===== src/rtl/spv_esd_pkg.sv =====
package spv_esd_pkg;

  // Fixed values of the module format.
  localparam logic [31:0] MagicWord    = 32'h0723_0203;
  localparam logic [7:0]  OpEntryPoint = 8'd15;
  localparam logic [2:0]  HeaderWords  = 3'd5;
  localparam logic [31:0] ModelMax     = 32'd5;

  // Parser phases.
  typedef enum logic [1:0] {
    PH_HEADER,
    PH_WALK,
    PH_MODEL
  } phase_t;

  // Stage codes given on the result.
  typedef enum logic [2:0] {
    STAGE_UNKNOWN  = 3'd0,
    STAGE_VERTEX   = 3'd1,
    STAGE_TESS_CTL = 3'd2,
    STAGE_TESS_EVL = 3'd3,
    STAGE_GEOMETRY = 3'd4,
    STAGE_FRAGMENT = 3'd5,
    STAGE_COMPUTE  = 3'd6
  } stage_t;

  // One word of the module as it moves between stages.
  typedef struct packed {
    logic        valid;
    logic [31:0] word;
    logic        last;
  } word_item_t;

  // What the parser hands to the result register.
  typedef struct packed {
    logic   emit;
    stage_t stage;
  } parse_res_t;

endpackage


===== src/rtl/spirv_entry_stage_detect.sv =====
// Channel   Signals                              Direction  Content
// code      code_valid, code_stall, code_word,  in         one module word, last flag
//           last_word
// stage     stage_valid, stage_stall,           out        one stage code per module
//           shader_stage
//
// A word is taken every cycle unless stalled; any result is offered by the result register.
// The rate is set by the single parser stage, which updates its phase and skip counter per word.
// Reset is synchronous and returns the parser to the header phase awaiting the magic word.
// A stalled result holds the pipeline; the input register still fills once before code_stall.
module spirv_entry_stage_detect
  import spv_esd_pkg::*;
(
  input  logic        clk,
  input  logic        rst,
  input  logic        code_valid,
  output logic        code_stall,
  input  logic [31:0] code_word,
  input  logic        last_word,
  output logic        stage_valid,
  input  logic        stage_stall,
  output logic [2:0]  shader_stage
);

  word_item_t item;
  parse_res_t res;
  logic       advance;
  logic       take;

  // A word in the input register is parsed when the pipeline moves.
  assign take = item.valid && advance;

  spv_esd_in_reg u_in_reg (
    .clk        (clk),
    .rst        (rst),
    .code_valid (code_valid),
    .code_word  (code_word),
    .last_word  (last_word),
    .advance    (advance),
    .code_stall (code_stall),
    .item       (item)
  );

  spv_esd_walk u_walk (
    .clk  (clk),
    .rst  (rst),
    .item (item),
    .take (take),
    .res  (res)
  );

  spv_esd_out_reg u_out_reg (
    .clk          (clk),
    .rst          (rst),
    .take         (take),
    .res          (res),
    .stage_stall  (stage_stall),
    .advance      (advance),
    .stage_valid  (stage_valid),
    .shader_stage (shader_stage)
  );

endmodule


===== src/rtl/spv_esd_in_reg.sv =====
module spv_esd_in_reg
  import spv_esd_pkg::*;
(
  input  logic        clk,
  input  logic        rst,
  input  logic        code_valid,
  input  logic [31:0] code_word,
  input  logic        last_word,
  input  logic        advance,
  output logic        code_stall,
  output word_item_t  item
);

  // The register holds its word only while the pipeline cannot move.
  assign code_stall = item.valid && !advance;

  always_ff @(posedge clk) begin
    if (rst) begin
      item.valid <= 1'b0;
    end else if (!code_stall) begin
      item.valid <= code_valid;
    end
    if (!code_stall) begin
      item.word <= code_word;
      item.last <= last_word;
    end
  end

endmodule


===== src/rtl/spv_esd_walk.sv =====
module spv_esd_walk
  import spv_esd_pkg::*;
(
  input  logic       clk,
  input  logic       rst,
  input  word_item_t item,
  input  logic       take,
  output parse_res_t res
);

  phase_t      phase, phase_next;
  logic [2:0]  header_index, header_index_next;
  logic [15:0] words_to_skip, words_to_skip_next;
  logic        result_given, result_given_next;
  logic [15:0] len;
  logic [2:0]  hdr_inc;

  assign len     = item.word[31:16];
  assign hdr_inc = header_index + 3'd1;

  // Per-word decision by phase: header check, operand skip, entry point search, model decode.
  always_comb begin
    phase_next         = phase;
    header_index_next  = header_index;
    words_to_skip_next = words_to_skip;
    result_given_next  = result_given;
    res.emit           = 1'b0;
    res.stage          = STAGE_UNKNOWN;
    if (!result_given) begin
      unique case (phase)
        PH_HEADER: begin
          if (header_index == 3'd0 && item.word != MagicWord) begin
            res.emit = 1'b1;
          end else if (item.last) begin
            res.emit = 1'b1;
          end else begin
            header_index_next = hdr_inc;
            if (hdr_inc >= HeaderWords) begin
              phase_next         = PH_WALK;
              words_to_skip_next = 16'd0;
            end
          end
        end
        PH_MODEL: begin
          res.emit = 1'b1;
          if (item.word <= ModelMax) begin
            res.stage = stage_t'(item.word[2:0] + 3'd1);
          end
        end
        default: begin
          if (words_to_skip != 16'd0) begin
            words_to_skip_next = words_to_skip - 16'd1;
            res.emit           = item.last;
          end else if (item.word[7:0] == OpEntryPoint) begin
            if (item.last) begin
              res.emit = 1'b1;
            end else begin
              phase_next = PH_MODEL;
            end
          end else if (len == 16'd0 || item.last) begin
            res.emit = 1'b1;
          end else begin
            words_to_skip_next = len - 16'd1;
          end
        end
      endcase
      if (res.emit) begin
        result_given_next = 1'b1;
      end
    end
    // The last word of a module always rearms the parser.
    if (item.last) begin
      phase_next         = PH_HEADER;
      header_index_next  = 3'd0;
      words_to_skip_next = 16'd0;
      result_given_next  = 1'b0;
    end
  end

  always_ff @(posedge clk) begin
    if (rst) begin
      phase         <= PH_HEADER;
      header_index  <= 3'd0;
      words_to_skip <= 16'd0;
      result_given  <= 1'b0;
    end else if (take) begin
      phase         <= phase_next;
      header_index  <= header_index_next;
      words_to_skip <= words_to_skip_next;
      result_given  <= result_given_next;
    end
  end

endmodule


===== src/rtl/spv_esd_out_reg.sv =====
module spv_esd_out_reg
  import spv_esd_pkg::*;
(
  input  logic       clk,
  input  logic       rst,
  input  logic       take,
  input  parse_res_t res,
  input  logic       stage_stall,
  output logic       advance,
  output logic       stage_valid,
  output logic [2:0] shader_stage
);

  // The pipeline moves whenever the result register is free or being emptied.
  assign advance = !(stage_valid && stage_stall);

  always_ff @(posedge clk) begin
    if (rst) begin
      stage_valid <= 1'b0;
    end else if (advance) begin
      stage_valid <= take && res.emit;
    end
    if (advance) begin
      shader_stage <= res.stage;
    end
  end

endmodule


===== config.mk =====
export PLATFORM = sky130hd
export DESIGN_NAME = spirv_entry_stage_detect
export DESIGN_NICKNAME = d
export VERILOG_FILES = /design/src/rtl/spv_esd_pkg.sv /design/src/rtl/spirv_entry_stage_detect.sv /design/src/rtl/spv_esd_in_reg.sv /design/src/rtl/spv_esd_walk.sv /design/src/rtl/spv_esd_out_reg.sv
export SDC_FILE = /design/constraint.sdc
export NUM_CORES = 1
export LEC_CHECK = 0
export BUFFER_PORTS_ARGS = -buffer_cell sky130_fd_sc_hd__buf_2
export CORE_ASPECT_RATIO = 0.9
export CORE_MARGIN = 2
export CORE_UTILIZATION = 25
export DETAILED_ROUTE_END_ITERATION = 12
export PLACE_DENSITY = 0.47
export SETUP_SLACK_MARGIN = 0.1
export SYNTH_ARGS = -nofsm -noshare
export SYNTH_HDL_FRONTEND = slang
export SYNTH_SLANG_ARGS = --single-unit

===== constraint.sdc =====
create_clock -name clk -period 3.1 [get_ports clk]
set_clock_uncertainty 0.1 [all_clocks]
set_input_delay 0.31 -clock clk [delete_from_list [all_inputs] [get_ports clk]]
set_output_delay 0.31 -clock clk [all_outputs]
set_load 0.01 [all_outputs]

==> results_dict.tcl <==
set metrics [dict create \
    final_nets 406 \
    worstPathRequired_ps 3210 \
    portBuffers 41 \
    timing.critical_path.fanout_max 11 \
    utilization_pct 32.0 \
    setup_viol 0 \
    worstSkewPairLatency_ps 330 \
    syn_nets 356 \
    postRouteWirelength_mm 8.23 \
    p_int_mw 1.63 \
    p_sw_mw 0.456 \
    power_frac_seq_pct 43.4 \
    core_area_sq_um 12100 \
    numCtsBuffers 9 \
    htree_levels 3 \
    design.portCount 42 \
    maxCapViolations 0 \
    antenna_found_initial 0 \
    status "completed" \
    initialDrtViolationCount 214 \
    synth_edf_count 36 \
    cts.sinks 60 \
    p_per_area_nw_per_um2 536 \
    hpwl_mm 5.89 \
    drive_above_1_share_pct 23.2 \
    vias 2694 \
    drtPass1Iterations 4 \
    ys.flop_type "edfxtp_1" \
    combPwrFrac_pct 5.6 \
    synthCells 312 \
    wl_per_cell_um 15.7 \
    antennaDiodeCount 0 \
    vias_per_cell 5.12 \
    final_antenna_net_count 0 \
    endpoint_kind "flip-flop" \
    tightest_slew_ps 733 \
    clock_path_buffers 2 \
    clockRootBuffer "clkbuf_16" \
    fp.dieH_um 110 \
    overflow 0 \
    hold_class "in -> reg" \
    ys_seq_elements 60 \
    synthArstFlopShare_pct 0 \
    grt_pass1_wl_mm 13.6 \
    vdd_drop_max_uv 271 \
    initial_utilization_pct 25.7 \
    fmax_mhz 353 \
    grt_usage_pct 13.2 \
    slew_headroom_pct 49.9 \
    ys_warn_count 0 \
    grt_setup_unrepaired "no" \
    hold_buffers 0 \
    p_leak_nw 1.50 \
    critical_path_arrival_ps 2950 \
    cts_resized 0 \
    avgSynthCellArea_sq_um 9.99 \
    worstSetupPathType "reg -> reg" \
    first_global_vias 2670 \
    cts_setup_buffers 0 \
    tns_ps 0 \
    syn2layout_area_growth_pct 24.7 \
    ys_types 62 \
    cts_tree "built" \
    gp_congestion 0.820 \
    die_w_um 122 \
    hold_viol 0 \
    row_count 38 \
    min_period_ps 2840 \
    slew_viol_final 0 \
    clk_pin_slew_ps 50 \
    yosysSeqAreaShare_pct 50.1 \
    power_mw 2.08 \
    swShare_pct 21.9 \
    drcViolationCount 0 \
    clock_power_share_pct 50.9 \
    start_kind "flip-flop" \
    grt_max_degree 34 \
    period_share_pct 91.5 \
    die-area_sq_um 13400 \
    synthesis.area_sq_um 3120 \
]
-- cell type report --
class,instances,area (sq um)
clock inverter,5,77.6
clock buffer,10,229
timing repair buffer,50,273
fill,1265,8240
tap,160,200
sequential,60,1560
inverter,12,45.0
multi-input combinational,229,1500
-- critical path, stage by stage (launching register included) --
cell	delay, ps
edfxtp_1	490
or4_1	550
or4_1	460
o21ai_1	300
and3_1	460
nor3_1	110
o221a_2	250
-- sequential cells by signal, summed over array words and instances (netlist names) --
signal / flops
u_out_reg.shader_stage: 3
u_out_reg.stage_valid: 1
u_in_reg.item: 34
u_walk.phase: 2
u_walk.result_given: 1
u_walk.words_to_skip: 16
u_walk.header_index: 3
-- final timing paths --
check / endpoint / slack [ps] / from / cells after the start
setup / recovery: u_walk.words_to_skip[7] / 260 / u_in_reg.item[20] / 6
hold / removal: u_in_reg.item[15] / 50 / code_word[14] / 1
setup reg to reg: u_walk.words_to_skip[7] / 260 / u_in_reg.item[20] / 6
hold reg to reg: u_walk.words_to_skip[15] / 390 / u_walk.words_to_skip[15] / 1
-- power by group through the flow --
stage | clock network [mW] | logic [mW] | registers [mW]
after floorplan | 0 | 0.0705 | 0.911
after global placement | 0 | 0.114 | 0.921
after detailed placement | 0 | 0.114 | 0.921
after CTS | 1.07 | 0.115 | 0.904
after global routing | 1.12 | 0.133 | 0.909
final | 1.06 | 0.117 | 0.905
-- cells by family (layout without fill, tap and decap cells) --
group	after synthesis	after routing	share of synthesized area, %
xor gates and xnor gates	5	5	1.41
and+or+nand+nor	121	121	20.9
muxes	4	4	1.33
DFF	60	60	50.1
buffers and inverters	23	77	3.25
adders and majority gates	7	7	2.81
AOI/OAI and AO/OA	92	92	20.2
-- through the flow --
| step | hold WS, ps | cell area [sq um] | setup WS [ps] | cells |
|---|---|---|---|---|
| after floorplan | 309 | 3120 | 112 | 312 |
| after global placement | 367 | 3540 | 314 | 511 |
| after detailed placement | 371 | 3540 | 262 | 511 |
| after CTS | 45.1 | 3840 | 231 | 526 |
| after global routing | 43.9 | 3880 | 107 | 526 |
| final | 54.5 | 3880 | 265 | 526 |
-- layout by cell type, fill, tap and decap left out, drive strengths merged, types with 9 or more instances in the layout --
master / count
dfxtp: 24
nand3: 13
nor2: 24
buf: 50
a31oi: 11
clkbuf: 10
nor4: 10
o21ai: 15
edfxtp: 36
a21oi: 24
inv: 12
nand2: 23
and3: 9
-- synth_stat cells (4+ instances only) --
| cell | count | area (sq um) |
|---|---|---|
| a211oi_1 | 4 | 30.0 |
| a21o_1 | 4 | 30.0 |
| a21oi_1 | 23 | 115 |
| a31oi_1 | 11 | 68.8 |
| and2_1 | 4 | 25.0 |
| and3_1 | 9 | 56.3 |
| buf_2 | 6 | 30.0 |
| clkbuf_1 | 4 | 15.0 |
| dfxtp_1 | 24 | 480 |
| edfxtp_1 | 36 | 1080 |
| ha_1 | 7 | 87.6 |
| inv_1 | 12 | 45.0 |
| nand2_1 | 22 | 82.6 |
| nand3_1 | 13 | 65.1 |
| nand4_1 | 4 | 25.0 |
| nor2_1 | 24 | 90.1 |
| nor3_1 | 8 | 40.0 |
| nor4_1 | 10 | 62.6 |
| o21ai_0 | 12 | 60.1 |
| o311ai_0 | 5 | 43.8 |
| or3_1 | 6 | 37.5 |
| or4_1 | 6 | 45.0 |
| xnor2_1 | 4 | 35.0 |
-- metal layers --
layer  vias to the layer above  global-route usage, %  wire (um)
met5                         -                      0          0
met4                         0                   5.58        191
met3                        16                   3.32        522
met2                       101                   19.4       3530
met1                      1260                   18.4       3990
li1                       1317                      -          -
No activity file was read; power rests on OpenSTA's default activity.
